File: src/hdl/plc_pkg.sv
// ----------------------------------------------------------------------------
// plc_pkg
// Shared constants, codes and types of the piecewise linear correction block.
// ----------------------------------------------------------------------------
package plc_pkg;

  localparam int PLC_MAX_POINTS = 16;
  localparam int PLC_VALUE_BITS = 16;
  localparam int PLC_INDEX_BITS = 4;
  localparam int PLC_CFG_BITS   = 5;

  localparam logic PLC_ACT_STORE   = 1'b0;
  localparam logic PLC_ACT_CORRECT = 1'b1;

  typedef enum logic [1:0] {
    ST_IDLE,
    ST_SCAN,
    ST_CALC,
    ST_DONE
  } plc_state_e;

  typedef enum logic [2:0] {
    MD_IDLE,
    MD_MUL,
    MD_ABS,
    MD_DIV,
    MD_FIN
  } plc_md_state_e;

  typedef struct packed {
    logic busy;
    logic done;
  } plc_md_stat_t;

endpackage

File: src/hdl/plc_req_if.sv
// ----------------------------------------------------------------------------
// plc_req_if
// Request channel: store a calibration point or correct a sample.
// ----------------------------------------------------------------------------
interface plc_req_if
  import plc_pkg::*;
#(
  parameter int VALUE_BITS = PLC_VALUE_BITS
);
  logic                          valid;
  logic                          ready;
  logic                          action;
  logic [PLC_INDEX_BITS-1:0]     point_index;
  logic signed [VALUE_BITS-1:0]  point_x;
  logic signed [VALUE_BITS-1:0]  point_y;
  logic signed [VALUE_BITS-1:0]  sample;

  modport source (output valid, action, point_index, point_x, point_y, sample,
                  input ready);
  modport sink   (input valid, action, point_index, point_x, point_y, sample,
                  output ready);
endinterface

File: src/hdl/plc_rsp_if.sv
// ----------------------------------------------------------------------------
// plc_rsp_if
// Result channel: corrected value and match flag.
// ----------------------------------------------------------------------------
interface plc_rsp_if
  import plc_pkg::*;
#(
  parameter int VALUE_BITS = PLC_VALUE_BITS
);
  logic                          valid;
  logic                          ready;
  logic signed [VALUE_BITS-1:0]  corrected;
  logic                          matched;

  modport source (output valid, corrected, matched, input ready);
  modport sink   (input valid, corrected, matched, output ready);
endinterface

File: src/hdl/plc_muldiv.sv
// ----------------------------------------------------------------------------
// plc_muldiv
// Bit-serial unit: num = y0*a + y1*b by shift-add, then num / d by restoring
// division, one bit per cycle, truncated toward zero.
// ----------------------------------------------------------------------------
module plc_muldiv
  import plc_pkg::*;
#(
  parameter int VALUE_BITS = PLC_VALUE_BITS
) (
  input  logic                          clk_i,
  input  logic                          rst_ni,
  input  logic                          start_i,
  input  logic signed [VALUE_BITS-1:0]  y0_i,
  input  logic signed [VALUE_BITS-1:0]  y1_i,
  input  logic [VALUE_BITS-1:0]         a_i,
  input  logic [VALUE_BITS-1:0]         b_i,
  input  logic [VALUE_BITS-1:0]         d_i,
  output logic signed [VALUE_BITS-1:0]  quot_o,
  output plc_md_stat_t                  stat_o
);

  localparam int PW  = 2 * VALUE_BITS + 2;
  localparam int STW = $clog2(VALUE_BITS);
  localparam logic [STW-1:0] STEP_LAST = STW'(VALUE_BITS - 1);

  plc_md_state_e state_q, state_d;

  logic signed [VALUE_BITS-1:0] y0_q, y1_q;
  logic [VALUE_BITS-1:0]        a_q, b_q, d_q;
  logic [VALUE_BITS-1:0]        rem_q, lo_q;
  logic [PW-1:0]                acc_q;
  logic [STW-1:0]               step_q;
  logic                         neg_q;

  logic [PW-1:0]         acc_d;
  logic [PW-1:0]         term0, term1;
  logic [PW-1:0]         mag;
  logic [VALUE_BITS:0]   trial;
  logic [VALUE_BITS:0]   diff;
  logic                  fits;
  logic                  step_end;

  assign step_end = (step_q == '0);

  assign term0 = a_q[VALUE_BITS-1] ? {{(PW-VALUE_BITS){y0_q[VALUE_BITS-1]}}, y0_q} : '0;
  assign term1 = b_q[VALUE_BITS-1] ? {{(PW-VALUE_BITS){y1_q[VALUE_BITS-1]}}, y1_q} : '0;
  assign acc_d = {acc_q[PW-2:0], 1'b0} + term0 + term1;
  assign mag   = acc_q[PW-1] ? (~acc_q + PW'(1)) : acc_q;
  assign trial = {rem_q, lo_q[VALUE_BITS-1]};
  assign diff  = trial - {1'b0, d_q};
  assign fits  = (trial >= {1'b0, d_q});

  always_ff @(posedge clk_i or negedge rst_ni) begin
    if (!rst_ni) begin
      state_q <= MD_IDLE;
    end else begin
      state_q <= state_d;
    end
  end

  always_comb begin
    state_d = state_q;
    case (state_q)
      MD_IDLE: if (start_i) state_d = MD_MUL;
      MD_MUL:  if (step_end) state_d = MD_ABS;
      MD_ABS:  state_d = MD_DIV;
      MD_DIV:  if (step_end) state_d = MD_FIN;
      MD_FIN:  state_d = MD_IDLE;
      default: state_d = MD_IDLE;
    endcase
  end

  always_comb begin
    stat_o.busy = (state_q != MD_IDLE);
    stat_o.done = (state_q == MD_FIN);
  end

  always_ff @(posedge clk_i) begin
    case (state_q)
      MD_IDLE: begin
        if (start_i) begin
          y0_q   <= y0_i;
          y1_q   <= y1_i;
          a_q    <= a_i;
          b_q    <= b_i;
          d_q    <= d_i;
          acc_q  <= '0;
          step_q <= STEP_LAST;
        end
      end
      MD_MUL: begin
        acc_q  <= acc_d;
        a_q    <= {a_q[VALUE_BITS-2:0], 1'b0};
        b_q    <= {b_q[VALUE_BITS-2:0], 1'b0};
        step_q <= step_q - STW'(1);
      end
      MD_ABS: begin
        neg_q  <= acc_q[PW-1];
        rem_q  <= mag[2*VALUE_BITS-1:VALUE_BITS];
        lo_q   <= mag[VALUE_BITS-1:0];
        step_q <= STEP_LAST;
      end
      MD_DIV: begin
        rem_q  <= fits ? diff[VALUE_BITS-1:0] : trial[VALUE_BITS-1:0];
        lo_q   <= {lo_q[VALUE_BITS-2:0], fits};
        step_q <= step_q - STW'(1);
      end
      default: begin
      end
    endcase
  end

  assign quot_o = neg_q ? (~lo_q + VALUE_BITS'(1)) : lo_q;

  a_start_idle: assert property (@(posedge clk_i) disable iff (!rst_ni)
    start_i |-> state_q == MD_IDLE)
    else $error("start while unit busy");

  a_done_pulse: assert property (@(posedge clk_i) disable iff (!rst_ni)
    stat_o.done |=> !stat_o.done)
    else $error("done held longer than one cycle");

  a_rem_bound: assert property (@(posedge clk_i) disable iff (!rst_ni)
    state_q == MD_DIV |-> rem_q < d_q)
    else $error("partial remainder not below divisor");

endmodule

File: src/hdl/piecewise_linear_correction.sv
// ----------------------------------------------------------------------------
// piecewise_linear_correction
// Calibration table of (x, y) points and linear interpolation of samples.
//
//   channel  dir  handshake          payload
//   req_i    in   valid/ready        action, point_index, point_x, point_y, sample
//   rsp_o    out  valid/ready        corrected, matched
//   cfg      in   cfg_we_i           cfg_wdata_i -> points_in_use
//
// A store writes the table and gives no result. A correct with two or more
// points in use scans the table, one table read per cycle, and on a match
// then runs the serial multiplier and the serial divider. Reset clears
// control and points_in_use; the table is not cleared. A stalled result sits
// in the output register while the next request is already taken; the engine
// holds its result until that frees.
// ----------------------------------------------------------------------------
module piecewise_linear_correction
  import plc_pkg::*;
#(
  parameter int MAX_POINTS = PLC_MAX_POINTS,
  parameter int VALUE_BITS = PLC_VALUE_BITS
) (
  input  logic                     clk_i,
  input  logic                     rst_ni,
  input  logic                     cfg_we_i,
  input  logic [PLC_CFG_BITS-1:0]  cfg_wdata_i,
  plc_req_if.sink                  req_i,
  plc_rsp_if.source                rsp_o
);

  localparam int IDX_W = $clog2(MAX_POINTS);
  localparam int CW    = $clog2(MAX_POINTS + 1);
  localparam int CMPW  = (CW > PLC_CFG_BITS) ? CW : PLC_CFG_BITS;

  plc_state_e state_q, state_d;

  logic [PLC_CFG_BITS-1:0] points_q;

  logic signed [VALUE_BITS-1:0] x_mem [MAX_POINTS];
  logic signed [VALUE_BITS-1:0] y_mem [MAX_POINTS];

  logic signed [VALUE_BITS-1:0] rx_q, ry_q, px_q, py_q, s_q;
  logic signed [VALUE_BITS-1:0] res_q, ocorr_q;
  logic                         rmatch_q, omatch_q, ovalid_q;
  logic [CW-1:0]                cnt_q, addr_q;
  logic                         rdv_q, rdv_first_q, rdv_last_q;

  logic          req_ready, accept, store_we, correct_in;
  logic          rd_en, match, md_start, out_load;
  logic [CW-1:0] cnt_in;

  logic [VALUE_BITS-1:0]        md_a, md_b, md_d;
  logic signed [VALUE_BITS-1:0] md_quot;
  plc_md_stat_t                 md_stat;

  assign accept     = req_i.valid && req_ready;
  assign correct_in = accept && (req_i.action == PLC_ACT_CORRECT);
  assign store_we   = accept && (req_i.action == PLC_ACT_STORE) &&
                      (32'(req_i.point_index) < MAX_POINTS);

  assign cnt_in = (CMPW'(points_q) > CMPW'(MAX_POINTS)) ? CW'(MAX_POINTS)
                                                        : CW'(points_q);

  assign match = (state_q == ST_SCAN) && rdv_q && !rdv_first_q &&
                 (s_q >= px_q) && (s_q < rx_q);

  assign md_a = rx_q - s_q;
  assign md_b = s_q - px_q;
  assign md_d = rx_q - px_q;

  always_ff @(posedge clk_i or negedge rst_ni) begin
    if (!rst_ni) begin
      state_q     <= ST_IDLE;
      points_q    <= '0;
      ovalid_q    <= 1'b0;
      rdv_q       <= 1'b0;
      rdv_first_q <= 1'b0;
      rdv_last_q  <= 1'b0;
    end else begin
      state_q     <= state_d;
      rdv_q       <= rd_en;
      rdv_first_q <= rd_en && (addr_q == '0);
      rdv_last_q  <= rd_en && (addr_q == cnt_q - CW'(1));
      if (cfg_we_i) begin
        points_q <= cfg_wdata_i;
      end
      if (out_load) begin
        ovalid_q <= 1'b1;
      end else if (rsp_o.ready) begin
        ovalid_q <= 1'b0;
      end
    end
  end

  always_comb begin
    state_d = state_q;
    case (state_q)
      ST_IDLE: begin
        if (correct_in) begin
          state_d = (cnt_in < CW'(2)) ? ST_DONE : ST_SCAN;
        end
      end
      ST_SCAN: begin
        if (match) begin
          state_d = ST_CALC;
        end else if (rdv_q && rdv_last_q) begin
          state_d = ST_DONE;
        end
      end
      ST_CALC: if (md_stat.done) state_d = ST_DONE;
      ST_DONE: if (out_load) state_d = ST_IDLE;
      default: state_d = ST_IDLE;
    endcase
  end

  always_comb begin
    req_ready = (state_q == ST_IDLE);
    rd_en     = (state_q == ST_SCAN) && (addr_q < cnt_q);
    md_start  = match;
    out_load  = (state_q == ST_DONE) && (!ovalid_q || rsp_o.ready);
  end

  always_ff @(posedge clk_i) begin
    if (store_we) begin
      x_mem[IDX_W'(req_i.point_index)] <= req_i.point_x;
      y_mem[IDX_W'(req_i.point_index)] <= req_i.point_y;
    end
    if (rd_en) begin
      rx_q <= x_mem[addr_q[IDX_W-1:0]];
      ry_q <= y_mem[addr_q[IDX_W-1:0]];
    end
  end

  always_ff @(posedge clk_i) begin
    if (correct_in) begin
      s_q      <= req_i.sample;
      cnt_q    <= cnt_in;
      addr_q   <= '0;
      res_q    <= req_i.sample;
      rmatch_q <= 1'b0;
    end
    if (rd_en) begin
      addr_q <= addr_q + CW'(1);
    end
    if (state_q == ST_SCAN && rdv_q && !match) begin
      px_q <= rx_q;
      py_q <= ry_q;
      if (rdv_last_q) begin
        res_q    <= s_q;
        rmatch_q <= 1'b0;
      end
    end
    if (state_q == ST_CALC && md_stat.done) begin
      res_q    <= md_quot;
      rmatch_q <= 1'b1;
    end
    if (out_load) begin
      ocorr_q  <= res_q;
      omatch_q <= rmatch_q;
    end
  end

  plc_muldiv #(
    .VALUE_BITS (VALUE_BITS)
  ) u_muldiv (
    .clk_i   (clk_i),
    .rst_ni  (rst_ni),
    .start_i (md_start),
    .y0_i    (py_q),
    .y1_i    (ry_q),
    .a_i     (md_a),
    .b_i     (md_b),
    .d_i     (md_d),
    .quot_o  (md_quot),
    .stat_o  (md_stat)
  );

  assign req_i.ready     = req_ready;
  assign rsp_o.valid     = ovalid_q;
  assign rsp_o.corrected = ocorr_q;
  assign rsp_o.matched   = omatch_q;

  a_done_in_calc: assert property (@(posedge clk_i) disable iff (!rst_ni)
    md_stat.done |-> state_q == ST_CALC)
    else $error("unit result outside calculation phase");

  a_ready_unit_free: assert property (@(posedge clk_i) disable iff (!rst_ni)
    req_ready |-> !md_stat.busy)
    else $error("request taken while unit busy");

  a_scan_bound: assert property (@(posedge clk_i) disable iff (!rst_ni)
    state_q == ST_SCAN |-> addr_q <= cnt_q)
    else $error("scan address past points in use");

endmodule

File: src/flat_wrapper.sv
// flat-port wrapper written by rule: the top's interface ports become plain ports
module piecewise_linear_correction_flat import plc_pkg::*;
#(
  parameter int MAX_POINTS = PLC_MAX_POINTS,
  parameter int VALUE_BITS = PLC_VALUE_BITS
)
  (clk_i, rst_ni, cfg_we_i, cfg_wdata_i, req_i_valid, req_i_action, req_i_point_index, req_i_point_x, req_i_point_y, req_i_sample, req_i_ready, rsp_o_valid, rsp_o_corrected, rsp_o_matched, rsp_o_ready);
  plc_req_if #(.VALUE_BITS(VALUE_BITS)) req_i_i ();
  plc_rsp_if #(.VALUE_BITS(VALUE_BITS)) rsp_o_i ();
  input  logic clk_i;
  input  logic rst_ni;
  input  logic cfg_we_i;
  input  logic [PLC_CFG_BITS-1:0] cfg_wdata_i;
  input wire logic [$bits(req_i_i.valid)-1:0] req_i_valid;
  input wire logic [$bits(req_i_i.action)-1:0] req_i_action;
  input wire logic [$bits(req_i_i.point_index)-1:0] req_i_point_index;
  input wire logic [$bits(req_i_i.point_x)-1:0] req_i_point_x;
  input wire logic [$bits(req_i_i.point_y)-1:0] req_i_point_y;
  input wire logic [$bits(req_i_i.sample)-1:0] req_i_sample;
  output wire logic [$bits(req_i_i.ready)-1:0] req_i_ready;
  output wire logic [$bits(rsp_o_i.valid)-1:0] rsp_o_valid;
  output wire logic [$bits(rsp_o_i.corrected)-1:0] rsp_o_corrected;
  output wire logic [$bits(rsp_o_i.matched)-1:0] rsp_o_matched;
  input wire logic [$bits(rsp_o_i.ready)-1:0] rsp_o_ready;
  assign req_i_i.valid = req_i_valid;
  assign req_i_i.action = req_i_action;
  assign req_i_i.point_index = req_i_point_index;
  assign req_i_i.point_x = req_i_point_x;
  assign req_i_i.point_y = req_i_point_y;
  assign req_i_i.sample = req_i_sample;
  assign req_i_ready = req_i_i.ready;
  assign rsp_o_valid = rsp_o_i.valid;
  assign rsp_o_corrected = rsp_o_i.corrected;
  assign rsp_o_matched = rsp_o_i.matched;
  assign rsp_o_i.ready = rsp_o_ready;
  piecewise_linear_correction #(.MAX_POINTS(MAX_POINTS), .VALUE_BITS(VALUE_BITS)) u_core (.clk_i(clk_i), .rst_ni(rst_ni), .cfg_we_i(cfg_we_i), .cfg_wdata_i(cfg_wdata_i), .req_i(req_i_i), .rsp_o(rsp_o_i));
endmodule
File: config.mk
export PLATFORM = sky130hd
export DESIGN_NAME = piecewise_linear_correction_flat
export DESIGN_NICKNAME = d
export VERILOG_FILES = /design/src/hdl/plc_pkg.sv /design/src/hdl/plc_req_if.sv /design/src/hdl/plc_rsp_if.sv /design/src/hdl/plc_muldiv.sv /design/src/hdl/piecewise_linear_correction.sv /design/src/flat_wrapper.sv
export SDC_FILE = /design/constraint.sdc
export NUM_CORES = 1
export LEC_CHECK = 0
export BUFFER_PORTS_ARGS = -buffer_cell sky130_fd_sc_hd__buf_2
export CELL_PAD_IN_SITES_DETAIL_PLACEMENT = 0
export CELL_PAD_IN_SITES_GLOBAL_PLACEMENT = 2
export CORE_UTILIZATION = 30
export CTS_BUF_LIST = sky130_fd_sc_hd__clkbuf_8
export DETAILED_ROUTE_END_ITERATION = 10
export HOLD_SLACK_MARGIN = 0.12
export PLACE_DENSITY_LB_ADDON = 0.2
export SLEW_MARGIN = 20
export SYNTH_ARGS = -nofsm -noshare
export SYNTH_HDL_FRONTEND = slang
export SYNTH_HIERARCHICAL = 1
export SYNTH_SLANG_ARGS = --single-unit
File: constraint.sdc
create_clock -name clk_i -period 10.7 [get_ports clk_i]
set_clock_uncertainty 0.2 [all_clocks]
set_input_delay 2.14 -clock clk_i [delete_from_list [all_inputs] [get_ports clk_i]]
set_output_delay 2.14 -clock clk_i [all_outputs]
set_load 0.02 [all_outputs]
== Word-level counts from Yosys, hierarchy flattened ==
Memory sizes are Yosys's and may differ from the RTL's. A register that Yosys moved wholly into a read port is not among the register bits.
Index checks and enable logic that the tools add are counted.

* Add/sub/neg operators: 11
* $mul: 0
* Divide/modulo/power cells: 0
* Order comparisons: 6
* Eq/ne operators: 15
* Shifts and indexed selects: 0
* Muxes and demuxes: 40
* Bitwise operators: 3
* Reductions and logical operators: 33

{| class="wikitable"
|+ Operators with widths
! operator !! number
|-
| 16-bit two-way mux || 8
|-
| 16-bit case mux with 2 select lines || 4
|-
| 34-bit two-way mux || 3
|-
| 34-bit adder || 2
|-
| 34-bit case mux with 2 select lines || 1
|-
| 16-bit subtractor || 4
|-
| 32-bit by 1-bit adder with 32-bit output, second input constant || 1
|-
| 32-bit two-way mux || 1
|-
| 32-bit NOT || 1
|-
| 17-bit by 16-bit >= comparator with 1-bit output || 1
|-
| 16-bit by 1-bit adder with 16-bit output, second input constant || 1
|-
| 16-bit >= comparator || 1
|-
| 16-bit < comparator || 1
|-
| 16-bit NOT || 1
|-
| 5-bit two-way mux || 3
|-
| 1-bit logical AND || 14
|-
| 2-bit two-way mux || 6
|-
| 3-bit case mux with 4 select lines || 1
|-
| 4-bit case mux with 3 select lines || 1
|-
| 3-bit two-way mux || 3
|-
| 2-bit case mux with 4 select lines || 1
|-
| 2-bit nonzero test || 4
|-
| 1-bit two-way mux || 7
|-
| 3-bit by 2-bit == test with 1-bit output, second input constant || 2
|-
| other kinds (27) || 36
|}

* Register bits after elaboration: 257
* Bits in latches: 0
* Memory bits (writable): 512
* ROM bits: 0
* Bits of input ports: 63
* Output and inout port bits: 19
* Memories kept: 2

{| class="wikitable"
|+ Memory list
! name !! words !! width !! read ports !! clocked after Yosys merged registers in !! write ports !! RTL line !! source
|-
| u_core.x_mem || 16 || 16 || 1 || 1 || 1 || piecewise_linear_correction.sv:39 || <nowiki>logic signed [VALUE_BITS-1:0] x_mem [MAX_POINTS];</nowiki>
|-
| u_core.y_mem || 16 || 16 || 1 || 1 || 1 || piecewise_linear_correction.sv:40 || <nowiki>logic signed [VALUE_BITS-1:0] y_mem [MAX_POINTS];</nowiki>
|}

== Longest topological paths before layout ==
* Depth after elaboration: 9
* Depth in mapped cells: 14
* Depth with buffers taken out: 13

== Cells and area by module ==
Netlist, hierarchy kept.

{| class="wikitable"
|+ By module, submodules not included
! module !! instances !! cells each !! area each (um^2) !! sequential area each (um^2)
|-
| piecewise_linear_correction || 1 || 1350 || 26479.1 || 19203.4
|-
| plc_muldiv || 1 || 1008 || 10314.9 || 4609.4
|}

== Least setup slack after synthesis ==
OpenSTA, ideal clock, no wires.

* Path type: register -> register
* From: register u_core.s_q[9]
* To: register u_core.u_muldiv.a_q[0] (enable)
* Setup time: 0.581 ns
* Arrival time: 6.532 ns
* Data required time: 9.919 ns
* Slack: 3.387 ns
* Stages on the path, launching flop included: 9
* Buffers on the path: 0
* Period minus slack after synthesis: 7.313 ns
* Path through: edfxtp_1 > ha_1 > nand4_1 > or4_1 > a21oi_1 > a21oi_1 > a21oi_4 > inv_1 > o21ai_0

* Word-level cells in the longest chain between the ends: 5
* Elaborated cells on any way between the ends: 6
* Those cells by class: order compare: 2; eq/ne: 1; reduce/logical: 3

{| class="wikitable"
|+ Ends and longest elaborated chain
! item !! RTL line !! source
|-
| start, declared || piecewise_linear_correction.sv:42 || <nowiki>logic signed [VALUE_BITS-1:0] rx_q, ry_q, px_q, py_q, s_q;</nowiki>
|-
| start signal, assigned || piecewise_linear_correction.sv:136 || <nowiki>s_q <= req_i.sample;</nowiki>
|-
| 16-bit >= comparator || piecewise_linear_correction.sv:65 || <nowiki>(s_q >= px_q) && (s_q < rx_q);</nowiki>
|-
| 1-bit logical AND || piecewise_linear_correction.sv:64 || <nowiki>assign match = (state_q == ST_SCAN) && rdv_q && !rdv_first_q &&</nowiki>
|-
| 1-bit logical AND * || piecewise_linear_correction.sv:65 ||
|-
| via u_core.match || piecewise_linear_correction.sv:49 || <nowiki>logic rd_en, match, md_start, out_load;</nowiki>
|-
| 2-bit by 1-bit != test with 1-bit output (no line) * || n/a ||
|-
| 2-bit AND reduction (no line) * || n/a ||
|-
| end signal, assigned || plc_muldiv.sv:85 || <nowiki>a_q <= a_i;</nowiki>
|-
| end signal, assigned || plc_muldiv.sv:94 || <nowiki>a_q <= {a_q[VALUE_BITS-2:0], 1'b0};</nowiki>
|-
| end, declared || plc_muldiv.sv:30 || <nowiki>logic [VALUE_BITS-1:0] a_q, b_q, d_q;</nowiki>
|}

Mark *: on every way through the listed nets, which the timed path passes. The rest lies on a longest branch.
A chain may end at the register's enable or synchronous reset.

== Worst setup path in the final report ==
* From: register u_core.u_muldiv.b_q[15]
* To: register u_core.u_muldiv.acc_q[33] (data pin)

* Word-level cells in the longest chain between the ends: 3

{| class="wikitable"
|+ Ends and longest elaborated chain
! item !! RTL line !! source
|-
| start, declared || plc_muldiv.sv:30 ||
|-
| start signal, assigned || plc_muldiv.sv:86 || <nowiki>b_q <= b_i;</nowiki>
|-
| start signal, assigned || plc_muldiv.sv:95 || <nowiki>b_q <= {b_q[VALUE_BITS-2:0], 1'b0};</nowiki>
|-
| 34-bit two-way mux || plc_muldiv.sv:47 || <nowiki>assign term1 = b_q[VALUE_BITS-1] ? {{(PW-VALUE_BITS){y1_q[VALUE_BITS-1]}}, y1_q} : '0;</nowiki>
|-
| 34-bit adder || plc_muldiv.sv:48 || <nowiki>assign acc_d = {acc_q[PW-2:0], 1'b0} + term0 + term1;</nowiki>
|-
| 34-bit case mux with 2 select lines || plc_muldiv.sv:80 || <nowiki>case (state_q)</nowiki>
|-
| end signal, assigned || plc_muldiv.sv:88 || <nowiki>acc_q <= '0;</nowiki>
|-
| end signal, assigned || plc_muldiv.sv:93 || <nowiki>acc_q <= acc_d;</nowiki>
|-
| end, declared || plc_muldiv.sv:32 || <nowiki>logic [PW-1:0] acc_q;</nowiki>
|}

Every way passes these cells.

==> impl_metrics.csv <==
group,metric,value,unit
placed_design,place.gp.congestion,0.811,
cells_and_area,fillerInstances,11800,
sta,final-max-slew-violation-count,0,
floorplan,initial_utilization,0.302,
clock_network,cts.htree.levels,4,
sta,final.hold.worst_slack,0.209,ns
detailed_routing,drc_violation_count_after_routing,0,
synth,xor_xnor_fraction_of_synth_area,0.0293,
floorplan,core.rowCount,128,
power_and_ir_drop,pwr_density_cell,275,mW/mm²
synth,netlist_top_cells_area,"edfxtp_1, mux4_2, ha_1",
global_route,pin_count_of_the_biggest_net_entering_global_routing,65,
sta,slew_headroom,0.316,
sta,rsz_0062_raised_after_global_routing,"false",
placed_design,post_dp_cell_area,0.0393,mm²
synth,synthesized_area_fraction_occupied_by_ao_oa_aoi_and_oai_cells,0.0602,
sta,worst_slack,5.70,ns
synth,post-synth-top-area-cell,"edfxtp_1",
synth,synthMuxAreaShare,0.114,
clock_network,root_buffer,"clkbuf_8",
critical_path,path_max_fanout,17,
worst_hold_path,min-delay-path-class,"flip-flop to flip-flop",
clock_network,longest_clk_path_bufs,3,
detailed_routing,routed_wl,93300,µm
synth,number_of_different_library_cells_in_the_post_synthesis_netlist,77,
global_route,gr-total-overflow,0,
synth,synth_fp_nets,2569,
critical_path,critical_path.startpoint_type,"flip-flop",
sta,layout_worst_path_cycle_share,0.468,
synth,synth_ff_type,"edfxtp_1",
critical_path,criticalPathCategory,"flip-flop to flip-flop",
detailed_routing,via_count,20500,
placed_design,port_buffers,81,
placed_design,placement.setup.worst_slack,5.63,ns
synth,combinational_family_with_the_most_area_after_synthesis,"multiplexers",
synth,synth-edff-count,770,
cells_and_area,design_area,0.0421,mm²
global_route,grt_antenna_before_repair,14,
floorplan,dieWidth,352,µm
placed_design,dpl.hpwl,60400,µm
job,max_cap_violations,0,
synth,synthDominantCellAreaShare,0.628,
power_and_ir_drop,vdd_ir_drop_max,200,µV
synth,synth-async-reset-ratio,0.0175,
detailed_routing,drtIter0Drc,1321,
power_and_ir_drop,power.static_leakage,14.6,nW
clock_network,post_cts.resized_instances,0,
critical_path,cp.required,11.16,ns
cells_and_area,nNetsFinal,2747,
critical_path,crit_arrival,5.46,ns
sta,timing.final.setup_violations,0,
clock_network,cts.repair_timing.setup_buffer_count,0,
synth,syn_area_per_cell,15.6,µm²
cells_and_area,area_grow_syn2layout,14.4,%
synth,ys_ff_latch,801,
status,result_of_the_run,"complete, no violations",
global_route,grt_first_pass_wirelength,141000,µm
sta,timing_hold_violations_final,0,
floorplan,core,0.122,mm²
detailed_routing,drt_first_pass_iters,7,
clock_network,cts-buffers-inserted,144,
global_route,grt_util_all_layers,0.152,
synth,synthCells,2358,
detailed_routing,vias_per_cell,4.80,
synth,post_synth_and_or_nand_nor_area_fraction,0.0709,
sta,worstMarginPinSlew,1.03,ns
synth,seq_area_frac_synth,0.647,
clock_network,insertion_delay,0.81,ns
detailed_routing,route.antenna.remaining_nets,0,
cells_and_area,biggestRegsByFlops,"u_core/x_mem x256, u_core/y_mem x256, u_core/u_muldiv/acc_q x34",
floorplan,die_y,352,µm
sta,setup_tns,0,ns
global_route,grt_pass1_vias,21900,
clock_network,clock_tree_from_tritoncts,"done",
cells_and_area,layout_cells_sized_above_1,0.201,
critical_path,reg_to_reg_slack_setup,5.70,ns
floorplan,floorplan.die_area,0.124,mm²
clock_network,clkTransAtPathRegs,0.06,ns
cells_and_area,post-route-util,0.346,
sta,finalCriticalPeriod,5.00,ns
synth,post_synth_fa_ha_maj_area_fraction,0.0579,
synth,synth.top_cells.by_count,"edfxtp_1, nand2_1, mux4_2",
critical_path,cp-end-kind,"flip-flop",
floorplan,io-pin-count,82,
synth,yosys.cell_count.top_type,"edfxtp_1",
synth,synth_area,0.0368,mm²
synth,synthesis.yosys.warnings,6,
clock_network,cts-hold-fix-buffers,0,
detailed_routing,wl_per_cell,21.8,µm
clock_network,tritoncts_num_sinks,801,
sta,max_clk_rate,0.200,GHz
worst paths after layout:
check / endpoint / startpoint / cells after the start
worst max-delay path: u_core/u_muldiv/acc_q[33]$_SDFFCE_PN0P_ / u_core/u_muldiv/b_q[15]$_DFFE_PP_ / 10
worst min-delay path: u_core/u_muldiv/y0_q[15]$_DFFE_PP_ / u_core/py_q[15]$_DFFE_PN_ / 0
worst max register to register: u_core/u_muldiv/acc_q[33]$_SDFFCE_PN0P_ / u_core/u_muldiv/b_q[15]$_DFFE_PP_ / 10
worst min register to register: u_core/u_muldiv/y0_q[15]$_DFFE_PP_ / u_core/py_q[15]$_DFFE_PN_ / 0
max in group asynchronous: u_core/points_q[0]$_DFFE_PN0P_ / rst_ni / 1
min in group asynchronous: u_core/rdv_first_q$_DFF_PN0_ / rst_ni / 1
cell families (layout without fill, tap and decap cells):
| group | Yosys count | count (layout) |
|---|---|---|
| muxes | 217 | 217 |
| xor gates and xnor gates | 123 | 123 |
| other | 0 | 3 |
| buffers and inverters | 191 | 479 |
| adders and majority gates | 148 | 148 |
| and+or+nand+nor | 539 | 539 |
| DFF | 801 | 801 |
| AOI/OAI and AO/OA | 339 | 339 |
power by group:
part	switching [mW]	total (mW)	internal [mW]
Clock	1.30	2.73	1.43
Sequential	0.375	4.49	4.12
Combinational	2.57	4.35	1.78
Total	4.25	11.6	7.32
critical path: stages (launching register included):
cell,delay (ns)
edfxtp_1,0.66
nand2_1,0.22
inv_1,0.76
fa_1,0.57
ha_1,0.43
nand4_1,0.21
or3_1,0.38
o311ai_1,0.53
a21oi_1,0.27
or4_1,0.54
nand3_1,0.10
final cells by class:
type	count	area, µm²	share of cell area
timing repair buffer	118	739	0.0176
tap	1625	2030	0.0483
clock buffer	150	2060	0.0490
multi-input combinational	1366	12400	0.294
antenna	3	7.51	0.000178
inverter	105	394	0.00936
clock inverter	106	643	0.0153
sequential	801	23800	0.566
cell usage in the layout (no fill, tap or decap), drive strengths merged, types with 8 or more instances in the layout:
cell type  synthesis  final
a211oi            10     10
xnor2             89     89
o21a              19     19
nand2b            23     23
nand3             23     23
nor2             111    111
nand4             21     21
edfxtp           770    770
mux4             160    160
mux2i             34     34
o21ai             91     91
ha               111    111
clkbuf            67    150
dfxtp             17     17
nor3b              8      8
o31ai             19     19
xor2              34     34
or4                9      9
inv              105    157
buf               19    118
o41ai              8      8
nor2b             20     20
a21o              31     31
mux2              23     23
or2                8      8
a21oi             83     83
fa                37     37
nand2            203    203
clkinv             0     45
dfrtp             14     14
a31oi             13     13
or3               18     18
and2              42     42
nor3              24     24
routing by layer:
layer,part of all wire,GRT usage
met5,0.00085,0
met4,0.020,0.0477
met3,0.044,0.0293
met2,0.49,0.254
met1,0.44,0.199
stage by stage:
step / instances / power, mW
final: 4274 / 11.6
after global routing: 4272 / 12.4
after CTS: 4269 / 11.8
after detailed placement: 4013 / 8.97
after global placement: 4011 / 8.97
after floorplan: 2358 / 7.59
No activity file was read; power rests on OpenSTA's default activity.
